### src/kda_pkg.sv
`default_nettype none
package kda_pkg;

	localparam int KEY_W = 6;
	localparam int CTR_W = 5;
	localparam int THR_W = 4;
	localparam int VAL_W = 8;
	localparam int CFG_IDX_W = 3;

	localparam logic [KEY_W-1:0] KEY_EXEMPT_A = 6'd30;
	localparam logic [KEY_W-1:0] KEY_EXEMPT_B = 6'd35;
	localparam logic [KEY_W-1:0] KEY_EXEMPT_ABOVE = 6'd40;
	localparam logic [CTR_W-1:0] CTR_MAX = 5'd31;
	localparam logic [VAL_W-1:0] RPT_MAX = 8'd255;

	typedef enum logic [CFG_IDX_W-1:0] {
		REG_THRESHOLD = 3'd0,
		REG_PERIOD_SLOW = 3'd1,
		REG_PERIOD_MID = 3'd2,
		REG_PERIOD_FAST = 3'd3,
		REG_PERIOD_TOP = 3'd4,
		REG_STEP_ONE = 3'd5,
		REG_STEP_TWO = 3'd6,
		REG_STEP_THREE = 3'd7
	} cfg_reg_t;

	typedef enum logic {
		CMD_SAMPLE = 1'b0,
		CMD_TICK = 1'b1
	} cmd_t;

	typedef struct packed {
		logic en;
		logic [CFG_IDX_W-1:0] idx;
		logic [VAL_W-1:0] data;
	} cfg_wr_t;

	typedef struct packed {
		cmd_t cmd;
		logic [KEY_W-1:0] key;
		logic pressed;
		logic rep;
	} op_t;

endpackage
`default_nettype wire

### src/kda_front.sv
`default_nettype none
module kda_front #(
	parameter int NUM_KEYS = 64
) (
	input wire logic s_tvalid,
	output logic s_tready,
	input wire logic [15:0] s_tdata,
	input wire logic [0:0] s_tuser,
	input wire logic q_ready,
	output logic q_push,
	output kda_pkg::op_t q_op
);
	import kda_pkg::*;

	logic [KEY_W-1:0] key;
	logic in_range;
	logic exempt;
	logic keep;

	always_comb begin
		key = s_tdata[5:0];
		q_op.cmd = cmd_t'(s_tuser[0]);
		q_op.key = key;
		q_op.pressed = s_tdata[6];
		q_op.rep = s_tdata[7];
		in_range = (32'(key) < NUM_KEYS);
		exempt = (key == KEY_EXEMPT_A) || (key == KEY_EXEMPT_B) || (key > KEY_EXEMPT_ABOVE);
		keep = (q_op.cmd == CMD_TICK) || (in_range && (!s_tdata[8] || exempt));
	end

	assign s_tready = q_ready;
	assign q_push = s_tvalid && q_ready && keep;
endmodule
`default_nettype wire

### src/kda_queue.sv
`default_nettype none
module kda_queue (
	input wire logic clk,
	input wire logic arst_n,
	input wire logic push,
	input wire kda_pkg::op_t push_op,
	output logic ready,
	input wire logic pop,
	output logic valid,
	output kda_pkg::op_t head
);
	import kda_pkg::*;

	op_t entry_q [2];
	logic wr_ptr_q;
	logic rd_ptr_q;
	logic [1:0] count_q;
	logic do_pop;

	assign ready = (count_q != 2'd2);
	assign valid = (count_q != 2'd0);
	assign head = entry_q[rd_ptr_q];
	assign do_pop = pop && valid;

	always_ff @(posedge clk or negedge arst_n) begin
		if (!arst_n) begin
			wr_ptr_q <= 1'b0;
			rd_ptr_q <= 1'b0;
			count_q <= 2'd0;
		end else begin
			if (push)
				wr_ptr_q <= ~wr_ptr_q;
			if (do_pop)
				rd_ptr_q <= ~rd_ptr_q;
			count_q <= count_q + {1'b0, push} - {1'b0, do_pop};
		end
	end

	always_ff @(posedge clk) begin
		if (push)
			entry_q[wr_ptr_q] <= push_op;
	end
endmodule
`default_nettype wire

### src/kda_back.sv
`default_nettype none
module kda_back #(
	parameter int NUM_KEYS = 64
) (
	input wire logic clk,
	input wire logic arst_n,
	input wire kda_pkg::cfg_wr_t cfg,
	input wire logic q_valid,
	input wire kda_pkg::op_t q_op,
	output logic q_pop,
	output logic m_tvalid,
	input wire logic m_tready,
	output logic [7:0] m_tdata,
	output logic [0:0] m_tuser
);
	import kda_pkg::*;

	localparam int KW = $clog2(NUM_KEYS);

	logic [THR_W-1:0] thr_q;
	logic [VAL_W-1:0] period_q [4];
	logic [VAL_W-1:0] step1_q, step2_q, step3_q;

	logic [CTR_W-1:0] mem_q [NUM_KEYS];
	logic [NUM_KEYS-1:0] valid_q;

	logic [VAL_W-1:0] rpt_q;
	logic [1:0] speed_q;
	logic [VAL_W-1:0] accel_q;

	logic valid_s1;
	op_t op_s1;
	logic [KW-1:0] idx_s1;
	logic [CTR_W-1:0] rd_s1;
	logic vld_s1;
	logic fwd_s1;
	logic [CTR_W-1:0] fwd_d_s1;

	logic out_free, adv, proc, wr_en;
	logic [KW+KEY_W-1:0] idx_wide;
	logic [KW-1:0] in_idx;
	logic [CTR_W-1:0] ctr, nc;
	logic [CTR_W-1:0] thr5;
	logic res_en, res_rel;
	logic [VAL_W-1:0] rpt_d, rpt_inc, accel_d, accel_inc;
	logic [1:0] speed_d;

	assign out_free = !m_tvalid || m_tready;
	assign adv = !valid_s1 || out_free;
	assign proc = valid_s1 && out_free;
	assign q_pop = adv;
	assign wr_en = proc && (op_s1.cmd == CMD_SAMPLE);
	assign idx_wide = {{KW{1'b0}}, q_op.key};
	assign in_idx = idx_wide[KW-1:0];
	assign thr5 = {1'b0, thr_q};

	always_comb begin
		ctr = fwd_s1 ? fwd_d_s1 : (vld_s1 ? rd_s1 : '0);
		nc = ctr;
		res_en = 1'b0;
		res_rel = 1'b0;
		rpt_d = rpt_q;
		speed_d = speed_q;
		accel_d = accel_q;
		rpt_inc = (rpt_q != RPT_MAX) ? rpt_q + 8'd1 : rpt_q;
		accel_inc = accel_q + 8'd1;
		if (op_s1.cmd == CMD_TICK) begin
			if (rpt_q != '0 && accel_q != step3_q) begin
				accel_d = accel_inc;
				if (accel_inc == step1_q)
					speed_d = 2'd1;
				if (accel_inc == step2_q)
					speed_d = 2'd2;
				if (accel_inc == step3_q)
					speed_d = 2'd3;
			end
		end else if (!op_s1.rep) begin
			if (op_s1.pressed) begin
				if (ctr < thr5) begin
					nc = ctr + 5'd1;
					res_en = (nc == thr5);
				end
			end else if (ctr != '0) begin
				nc = ctr - 5'd1;
				res_en = (nc == '0);
				res_rel = res_en;
			end
		end else if (!op_s1.pressed) begin
			nc = '0;
		end else begin
			nc = (ctr != CTR_MAX) ? ctr + 5'd1 : ctr;
			if (nc == thr5) begin
				rpt_d = '0;
				speed_d = 2'd0;
				accel_d = '0;
				res_en = 1'b1;
			end else if (rpt_inc >= period_q[speed_q]) begin
				rpt_d = '0;
				res_en = 1'b1;
			end else begin
				rpt_d = rpt_inc;
			end
		end
	end

	// config registers
	always_ff @(posedge clk or negedge arst_n) begin
		if (!arst_n) begin
			thr_q <= 4'd3;
			period_q[0] <= 8'd15;
			period_q[1] <= 8'd7;
			period_q[2] <= 8'd4;
			period_q[3] <= 8'd1;
			step1_q <= 8'd50;
			step2_q <= 8'd100;
			step3_q <= 8'd200;
		end else if (cfg.en) begin
			unique case (cfg_reg_t'(cfg.idx))
				REG_THRESHOLD: thr_q <= cfg.data[THR_W-1:0];
				REG_PERIOD_SLOW: period_q[0] <= cfg.data;
				REG_PERIOD_MID: period_q[1] <= cfg.data;
				REG_PERIOD_FAST: period_q[2] <= cfg.data;
				REG_PERIOD_TOP: period_q[3] <= cfg.data;
				REG_STEP_ONE: step1_q <= cfg.data;
				REG_STEP_TWO: step2_q <= cfg.data;
				REG_STEP_THREE: step3_q <= cfg.data;
				default: ;
			endcase
		end
	end

	// control and global state
	always_ff @(posedge clk or negedge arst_n) begin
		if (!arst_n) begin
			valid_s1 <= 1'b0;
			valid_q <= '0;
			rpt_q <= '0;
			speed_q <= '0;
			accel_q <= '0;
			m_tvalid <= 1'b0;
		end else begin
			if (adv)
				valid_s1 <= q_valid;
			if (wr_en)
				valid_q[idx_s1] <= 1'b1;
			if (proc) begin
				rpt_q <= rpt_d;
				speed_q <= speed_d;
				accel_q <= accel_d;
			end
			if (proc && res_en)
				m_tvalid <= 1'b1;
			else if (m_tready)
				m_tvalid <= 1'b0;
		end
	end

	// key counter memory, stage 1 payload and output payload
	always_ff @(posedge clk) begin
		if (wr_en)
			mem_q[idx_s1] <= nc;
		if (adv) begin
			op_s1 <= q_op;
			idx_s1 <= in_idx;
			rd_s1 <= mem_q[in_idx];
			vld_s1 <= valid_q[in_idx];
			fwd_s1 <= wr_en && (idx_s1 == in_idx);
			fwd_d_s1 <= nc;
		end
		if (proc && res_en) begin
			m_tdata <= {2'b00, op_s1.key};
			m_tuser <= res_rel;
		end
	end
endmodule
`default_nettype wire

### src/key_debounce_autorepeat_core.sv
`default_nettype none
// Path: a key sample request is written to the queue at the accepting edge, then its counter
// memory read fills stage 1, and execute writes the output register that offers its event.
// Throughput: one request per cycle while the output is not stalled; the counter read-modify-write has a bypass.
// Reset: arst_n clears counters (per-key valid bits), repeat/speed/accel state,
// the queue and the output; configuration returns to its default values.
module key_debounce_autorepeat_core #(
	parameter int NUM_KEYS = 64
) (
	input wire logic clk,
	input wire logic arst_n,
	input wire logic s_tvalid,
	output logic s_tready,
	input wire logic [15:0] s_tdata, // key_number[5:0], pressed[6], repeat_mode[7], block_active[8]
	input wire logic [0:0] s_tuser, // command[0]
	output logic m_tvalid,
	input wire logic m_tready,
	output logic [7:0] m_tdata, // event_key[5:0]
	output logic [0:0] m_tuser, // is_release[0]
	input wire logic cfg_valid,
	output logic cfg_ready,
	input wire logic [2:0] cfg_index,
	input wire logic [7:0] cfg_data
);
	import kda_pkg::*;

	logic q_ready, q_push, q_valid, q_pop;
	op_t push_op, head_op;
	cfg_wr_t cfg;

	assign cfg_ready = 1'b1;
	assign cfg.en = cfg_valid;
	assign cfg.idx = cfg_index;
	assign cfg.data = cfg_data;

	kda_front #(.NUM_KEYS(NUM_KEYS)) u_front (
		.s_tvalid(s_tvalid),
		.s_tready(s_tready),
		.s_tdata(s_tdata),
		.s_tuser(s_tuser),
		.q_ready(q_ready),
		.q_push(q_push),
		.q_op(push_op)
	);

	kda_queue u_queue (
		.clk(clk),
		.arst_n(arst_n),
		.push(q_push),
		.push_op(push_op),
		.ready(q_ready),
		.pop(q_pop),
		.valid(q_valid),
		.head(head_op)
	);

	kda_back #(.NUM_KEYS(NUM_KEYS)) u_back (
		.clk(clk),
		.arst_n(arst_n),
		.cfg(cfg),
		.q_valid(q_valid),
		.q_op(head_op),
		.q_pop(q_pop),
		.m_tvalid(m_tvalid),
		.m_tready(m_tready),
		.m_tdata(m_tdata),
		.m_tuser(m_tuser)
	);
endmodule
`default_nettype wire
### config.mk
export PLATFORM = sky130hd
export DESIGN_NAME = key_debounce_autorepeat_core
export DESIGN_NICKNAME = d
export VERILOG_FILES = /design/src/kda_pkg.sv /design/src/kda_front.sv /design/src/kda_queue.sv /design/src/kda_back.sv /design/src/key_debounce_autorepeat_core.sv
export SDC_FILE = /design/constraint.sdc
export NUM_CORES = 1
export LEC_CHECK = 0
export BUFFER_PORTS_ARGS = -buffer_cell sky130_fd_sc_hd__buf_2
export CORE_MARGIN = 10
export CORE_UTILIZATION = 25
export CTS_BUF_LIST = sky130_fd_sc_hd__clkbuf_4
export CTS_CLUSTER_DIAMETER = 150
export DETAILED_ROUTE_END_ITERATION = 6
export PLACE_DENSITY = 0.5
export SYNTH_ARGS = -nofsm -noshare
export SYNTH_HDL_FRONTEND = slang
export SYNTH_SLANG_ARGS = --single-unit
### constraint.sdc
create_clock -name clk -period 8.9 [get_ports clk]
set_input_delay 0.89 -clock clk [delete_from_list [all_inputs] [get_ports clk]]
set_output_delay 0.89 -clock clk [all_outputs]
set_load 0.02 [all_outputs]
==> impl_metrics.env, run 1 <==
export IMPL_post_cts_buffers=0
export IMPL_place_congestion=0.813
export IMPL_powerDensity_mw_per_mm2=334
export IMPL_fin_setup_tns_ns=0
export IMPL_synth_edff_count=366
export IMPL_yosysWarnings=0
export IMPL_hp_class="input port to register"
export IMPL_vias=15012
export IMPL_syn_avg_cell_area_um2=12.0
export IMPL_cts_tree="yes"
export IMPL_hold_path_depth=1
export IMPL_placed_area_mm2=0.0241
export IMPL_final_util_pct=28.9
export IMPL_grt_max_degree=90
export IMPL_max_slew_margin_pct=30.8
export IMPL_cts_max_level=4
export IMPL_crit_type="register to register"
export IMPL_area_growth_syn_to_layout_pct=14.6
export IMPL_die_area_mm2=0.103
export IMPL_drc=0
export IMPL_routed_wl_um=58200
export IMPL_async_flop_share_pct=28.8
export IMPL_cts_root_buf="clkbuf_4"
export IMPL_finalSetupViolations=0
export IMPL_grt_pass1_wl_um=89600
export IMPL_cp_arrival_ns=5.17
export IMPL_final_min_clock_period_ns=4.54
export IMPL_critPathLaunchType="register"
export IMPL_num_rows=110
export IMPL_syn_area_mm2=0.0227
export IMPL_grt_use_total_pct=11.2
export IMPL_core_mm2=0.0901
export IMPL_cp_end_kind="register"
export IMPL_clk_pin_slew_ns=0.06
export IMPL_synth_distinct_cells=79
export IMPL_initial_core_util_pct=25.2
export IMPL_reg2regPathDepth=7
export IMPL_via_per_inst=4.60
export IMPL_maxCapViolations=0
export IMPL_overflow=0
export IMPL_rr_startpoint="u_queue.rd_ptr_q"
export IMPL_fin_area_mm2=0.0260
export IMPL_dp_hpwl_um=34900
export IMPL_drt_initial_drc_count=1094
export IMPL_grt_pass1_vias=15383
export IMPL_tightest_slew_ns=1.02
export IMPL_final_cell_mix="426 x nand2_1, 366 x edfxtp_1, 210 x clkbuf_4"
export IMPL_die_h_um=322
export IMPL_yosysSeqAreaShare_pct=64.7
export IMPL_fmax_mhz=220
export IMPL_io_pins=45
export IMPL_fin_nets=2027
export IMPL_cts_sinks=514
export IMPL_antenna_found_initial=3
export IMPL_skew_ns=0.0447
export IMPL_cp_startpoint="u_queue.rd_ptr_q"
export IMPL_total_power_mw=8.71
export IMPL_hold_violations=0
export IMPL_drive_gt1_share_pct=22.1
export IMPL_cts_buffers=138
export IMPL_clock_path_buffers=3
export IMPL_io_buffers=34
export IMPL_required_ns=9.53
export IMPL_min_period_over_period_pct=51.0
export IMPL_clock_latency_ns=0.97
export IMPL_final_common_cell="nand2_1"
export IMPL_final_cells=3262
export IMPL_status="finished clean"
export IMPL_hold_start="s_tdata[1]"
export IMPL_worstPathMaxFanout=51
export IMPL_ant_nets=0
export IMPL_wl_per_cell_um=17.9
export IMPL_vdd_drop_max_v=0.000227
export IMPL_report_final_slew_viol_count=0
export IMPL_place_inst=3007
export IMPL_die_x_um=322
export IMPL_synth_seq_cells=514
export IMPL_synthCells=1887
export IMPL_p_leak_nw=9.95
export IMPL_synth_ff_type="edfxtp_1"
export IMPL_rsz0062_at_grt="no"
export IMPL_dr_pass1_iters=5
## per-layer routing
metal	wire [µm]	up-vias	track usage, %	part of all wire (%)
li1	-	7086	-	-
met1	26300	7411	14.3	45
met2	27600	423	18.1	47
met3	3280	92	2.68	5.6
met4	1050	0	4.22	1.8
met5	0	-	0	0
## worst max-delay path, stage by stage (launching register included)
cell and delay (ns):
dfrtp_1 0.62, mux2i_4 0.31, buf_4 0.31, inv_2 0.80, buf_4 0.67, a311oi_1 0.25
o311ai_0 0.83, nand4_1 0.31
## flip-flops by register name (all words and copies together), names as in the netlist, 8 cells and up
signal / count
u_back.accel_q: 8
u_back.mem_q: 320
u_back.period_q: 32
u_back.rpt_q: 8
u_back.step1_q: 8
u_back.step2_q: 8
u_back.step3_q: 8
u_back.valid_q: 64
u_queue.entry_q: 18
## where the power goes
group	internal [mW]	switching [mW]
Combinational	0.938	1.95
Clock	1.25	0.989
Sequential	3.32	0.270
Total	5.51	3.21
## kinds of logic (layout without fill, tap and decap cells)
logic type               after synthesis  after routing  share of synthesized area (%)
flip-flops                           514            514                           64.7
XOR/XNOR                              55             55                           2.97
AND/OR/NAND/NOR                      903            903                           18.4
buffers and inverters                148            340                           2.79
adder cells (fa/ha/maj)               22             22                           1.21
other                                  2              9                         0.0330
multiplexers                          80             80                           4.33
AO/OA/AOI/OAI                        163            163                           5.56
## worst paths after layout
check	to	slack, ns
worst max-delay path	u_back.rd_s1[4]	4.36
worst min-delay path	u_queue.entry_q[1][3]	0.12
worst max register to register	u_back.rd_s1[4]	4.36
worst min register to register	u_back.valid_q[3]	0.47
max in group asynchronous	u_back.valid_q[25]	6.72
min in group asynchronous	u_back.accel_q[5]	0.63
## final cells by class
class / count / area [µm²]
Fill cell: 9182 / 64100
Clock buffer: 210 / 1580
Antenna cell: 6 / 15.0
Tap cell: 1176 / 1470
Clock inverter: 38 / 317
Sequential cell: 514 / 14700
Inverter: 37 / 149
Multi-Input combinational cell: 1226 / 7460
Timing Repair Buffer: 55 / 337
## cell usage after synthesis, types with 5 or more instances
cell type  count  area share [%]
nand2_1      426             7.0
edfxtp_1     366              48
nand3_1      192             4.2
dfrtp_1      128              14
nor2_1        88             1.5
clkbuf_1      67             1.1
or2_2         64             1.8
mux2_2        62             3.1
and3_1        57             1.6
a311oi_1      48             1.8
buf_2         34            0.75
inv_1         34            0.56
xnor2_1       33             1.3
o311ai_0      26             1.0
ha_1          22             1.2
dfstp_2       20             2.3
o21ai_0       20            0.44
a21oi_1       16            0.35
nor3_1        15            0.33
nand4_1       14            0.39
xnor3_1       14             1.4
mux2i_1        9            0.40
mux4_2         8            0.79
nor2b_1        8            0.22
o21ai_1        8            0.18
xor2_1         8            0.31
nand3b_1       7            0.23
buf_4          6            0.20
a22o_1         5            0.19
a31oi_1        5            0.14
nand4b_1       5            0.19
## what timing repair did
action,in CTS,in global routing
hold buffers,1,0
resized for setup,0,0
hold endpoints to repair,45,0
## metrics by stage
stage | hold slack (ns) | worst slack, ns
5_1_grt | 0.0560 | 4.24
4_1_cts | 0.0203 | 4.43
3_3_place_gp | 0.449 | 4.43
6_report | 0.123 | 4.36
3_5_place_dp | 0.451 | 4.41
2_1_floorplan | 0.424 | 1.39
No activity file was read; power rests on OpenSTA's default activity.
==> run 2: changes to the inputs <==
--- a/config.mk
+++ b/config.mk
@@ -5,6 +5,7 @@
 export SDC_FILE = /design/constraint.sdc
 export NUM_CORES = 1
 export LEC_CHECK = 0
+export ABC_AREA = 1
 export BUFFER_PORTS_ARGS = -buffer_cell sky130_fd_sc_hd__buf_2
 export CORE_MARGIN = 10
 export CORE_UTILIZATION = 25
==> constraint.sdc (replaced) <==
create_clock -name clk -period 4.6 [get_ports clk]
set_input_delay 0.46 -clock clk [delete_from_list [all_inputs] [get_ports clk]]
set_output_delay 0.46 -clock clk [all_outputs]
set_load 0.02 [all_outputs]
==> run 2 against run 1 <==
Fmax grew 26%. Global-route usage increased by 0.28 points. Sequential cell count unchanged. Final cell count increased by 5.2%. Critical endpoint is now u_back.mem_q[43][3]. Sequential power up 96%. Wire length is 2.3% higher. Largest cell class unchanged. Non-clock buffer count rose by 30. Register-to-register slack got worse by 3.4 ns.
==> impl_metrics.env, run 2 <==
export IMPL_swShare_pct=40.3
export IMPL_synth_mux_area_share_pct=0
export IMPL_holdBufCountCts=30
export IMPL_synth_most_common_cell="edfxtp_1"
export IMPL_wl_per_cell_um=17.4
export IMPL_drive_gt1_share_pct=17.1
export IMPL_comb_power_share_pct=37.0
export IMPL_core_mm2=0.0888
export IMPL_post_cts_buffers=0
export IMPL_skew_ns=0.0782
export IMPL_cts_tree="yes"
export IMPL_antenna_cells=0
export IMPL_cts_sinks=514
export IMPL_die_h_um=320
export IMPL_total_power_mw=17.9
export IMPL_synth_edff_count=366
export IMPL_fin_area_mm2=0.0260
export IMPL_synthCells=2045
export IMPL_yosysSeqAreaShare_pct=65.5
export IMPL_synth_area_top_cells="edfxtp_1 49%, dfrtp_1 14%, o21ai_0 6.1%"
export IMPL_multi_input_area_mm2=0.00688
export IMPL_synth_fa_ha_area_share_pct=1.22
export IMPL_vias=15942
export IMPL_hp_class="input port to register"
export IMPL_overflow=0
export IMPL_grt_use_total_pct=11.5
export IMPL_report_final_slew_viol_count=0
export IMPL_synth_top_family_by_area="simple AND/OR/NAND/NOR gates"
export IMPL_rsz0062_at_grt="no"
export IMPL_largest_register_ffs=320
export IMPL_status="finished clean"
export IMPL_synthXorXnorAreaFrac_pct=1.29
export IMPL_grt_max_degree=153
export IMPL_syn_avg_cell_area_um2=11.0
export IMPL_antenna_found_initial=2
export IMPL_synth_simple_area_share_pct=14.4
export IMPL_drc=0
export IMPL_die_area_mm2=0.102
export IMPL_dp_hpwl_um=36000
export IMPL_ant_nets=0
export IMPL_fillers=9190
export IMPL_synth_compound_area_share_pct=13.3
export IMPL_max_slew_margin_pct=24.9
export IMPL_finalSetupViolations=0
export IMPL_required_ns=5.25
export IMPL_cp_end_kind="register"
export IMPL_syn_area_mm2=0.0225
export IMPL_final_common_cell="edfxtp_1"
export IMPL_dr_pass1_iters=5
export IMPL_initial_core_util_pct=25.3
export IMPL_vdd_drop_max_v=0.000416
export IMPL_cts_root_buf="clkbuf_4"
export IMPL_die_x_um=320
export IMPL_fin_nets=2209
export IMPL_p_clk_share_pct=23.8
export IMPL_fin_setup_tns_ns=0
export IMPL_area_growth_syn_to_layout_pct=15.7
export IMPL_place_congestion=0.820
export IMPL_largestRegisters="u_back.mem_q: 320 flops, u_back.valid_q: 64 flops, u_back.period_q: 32 flops"
export IMPL_min_period_over_period_pct=78.1
export IMPL_grt_pass1_vias=15981
export IMPL_placed_area_mm2=0.0238
export IMPL_synth_area_leader_cell="edfxtp_1"
export IMPL_cts_max_level=4
export IMPL_tightest_slew_ns=1.13
export IMPL_worstPathMaxFanout=37
export IMPL_io_buffers=34
export IMPL_fmax_mhz=278
export IMPL_grt_pass1_wl_um=92500
export IMPL_powerDensity_mw_per_mm2=690
export IMPL_critPathLaunchType="register"
export IMPL_maxCapViolations=0
export IMPL_power_internal_mw=10.7
export IMPL_cp_arrival_ns=4.24
export IMPL_hold_violations=0
export IMPL_final_min_clock_period_ns=3.59
export IMPL_crit_type="register to register"
export IMPL_postCtsResizedCells=0
export IMPL_cts_buffers=136
export IMPL_synth_top_cell_area_share_pct=48.9
export IMPL_p_switching_mw=7.23
export IMPL_max_flop_register="u_back.mem_q"
export IMPL_io_pins=45
export IMPL_synth_distinct_cells=50
export IMPL_yosysWarnings=0
export IMPL_routed_wl_um=59600
export IMPL_p_leak_nw=9.63
export IMPL_via_per_inst=4.65
export IMPL_synth_ff_type="edfxtp_1"
export IMPL_synth_common_cells="366 x edfxtp_1, 298 x nor2_1, 275 x o21ai_0"
export IMPL_final_cell_mix="366 x edfxtp_1, 298 x nor2_1, 275 x o21ai_0"
export IMPL_clk_pin_slew_ns=0.06
export IMPL_clock_path_buffers=3
export IMPL_synth_seq_cells=514
export IMPL_drt_initial_drc_count=1074
export IMPL_seq_area_mm2=0.0147
export IMPL_clock_latency_ns=0.97
export IMPL_async_flop_share_pct=28.8
export IMPL_num_rows=109
export IMPL_p_seq_share_pct=39.2
[run 2: cell count changes after synthesis, moves of 32 or more]
cell,before,now
o21ai_0,20,275
nor2_1,88,298
nand2_1,426,242
nand3_1,192,115
inv_1,34,102
o211ai_1,2,66
mux2_2,62,0
and3_1,57,0
a311oi_1,48,0
o22ai_1,1,46
a21oi_1,16,50
o221ai_1,0,32
[run 2: critical path, stage by stage (launching register included)]
cell and delay (ns):
edfxtp_1 0.46, inv_2 0.19, nand3_2 0.13, nand2_4 0.15
ha_1 0.23, nand2_4 0.07, nor2_1 0.13, ha_1 0.31
inv_1 0.13, nand3_1 0.12, nand2_1 0.11, o221ai_4 0.77
buf_4 0.49
[run 2: kinds of logic (layout without fill, tap and decap cells)]
logic type / Yosys count / after routing
compound gates: 505 / 505
xor+xnor: 33 / 33
fa+ha+maj: 22 / 22
buf+inv: 225 / 446
flops: 514 / 514
other cells: 2 / 3
simple gates: 744 / 744
[run 2: final cells by class]
type                    count  area share [%]
clock inverters            44            1.19
repair buffers             85            2.58
well taps                1165            5.60
inverters                 110            1.61
multi-input cells        1307            26.5
clock buffers             207            5.97
flip-flops and latches    514            56.6
[run 2: power by group through the flow]
stage	registers, mW	clock network [mW]	logic [mW]
4_1_cts	7.02	4.42	6.72
3_3_place_gp	7.09	0	6.53
6_report	7.03	4.27	6.65
3_5_place_dp	7.11	0	6.67
5_1_grt	7.10	4.69	7.41
2_1_floorplan	7.02	0	4.41
[run 2: worst paths after layout]
check,from,slack (ns),endpoint,depth (start not counted)
worst max-delay path,u_back.fwd_s1,1.01,u_back.mem_q[43][3],12
worst min-delay path,cfg_valid,0.13,u_back.thr_q[1],5
worst max register to register,u_back.fwd_s1,1.01,u_back.mem_q[43][3],12
worst min register to register,u_back.valid_q[31],0.46,u_back.valid_q[31],2
max in group asynchronous,arst_n,3.33,u_back.step1_q[0],3
min in group asynchronous,arst_n,0.15,u_back.period_q[30],2
[run 2: stage by stage]
| step | hold slack, ns | util (%) | cells | setup WS, ns |
|---|---|---|---|---|
| global route | 0.137 | 29.3 | 3432 | 0.748 |
| floorplan | 0.164 | - | 2046 | 0.285 |
| detailed placement | 0.445 | 26.9 | 3151 | 1.02 |
| CTS | 0.00868 | 29.3 | 3432 | 0.959 |
| global placement | 0.438 | 26.9 | 3151 | 1.12 |
| finish | 0.126 | 29.3 | 3432 | 1.01 |
[run 2: metal layers]
layer	wire length [µm]	global-route usage, %	vias up
met3	3290	2.50	95
li1	-	-	7585
met1	27500	15.2	7830
met5	0	0	-
met2	27400	18.0	432
met4	1400	4.68	0
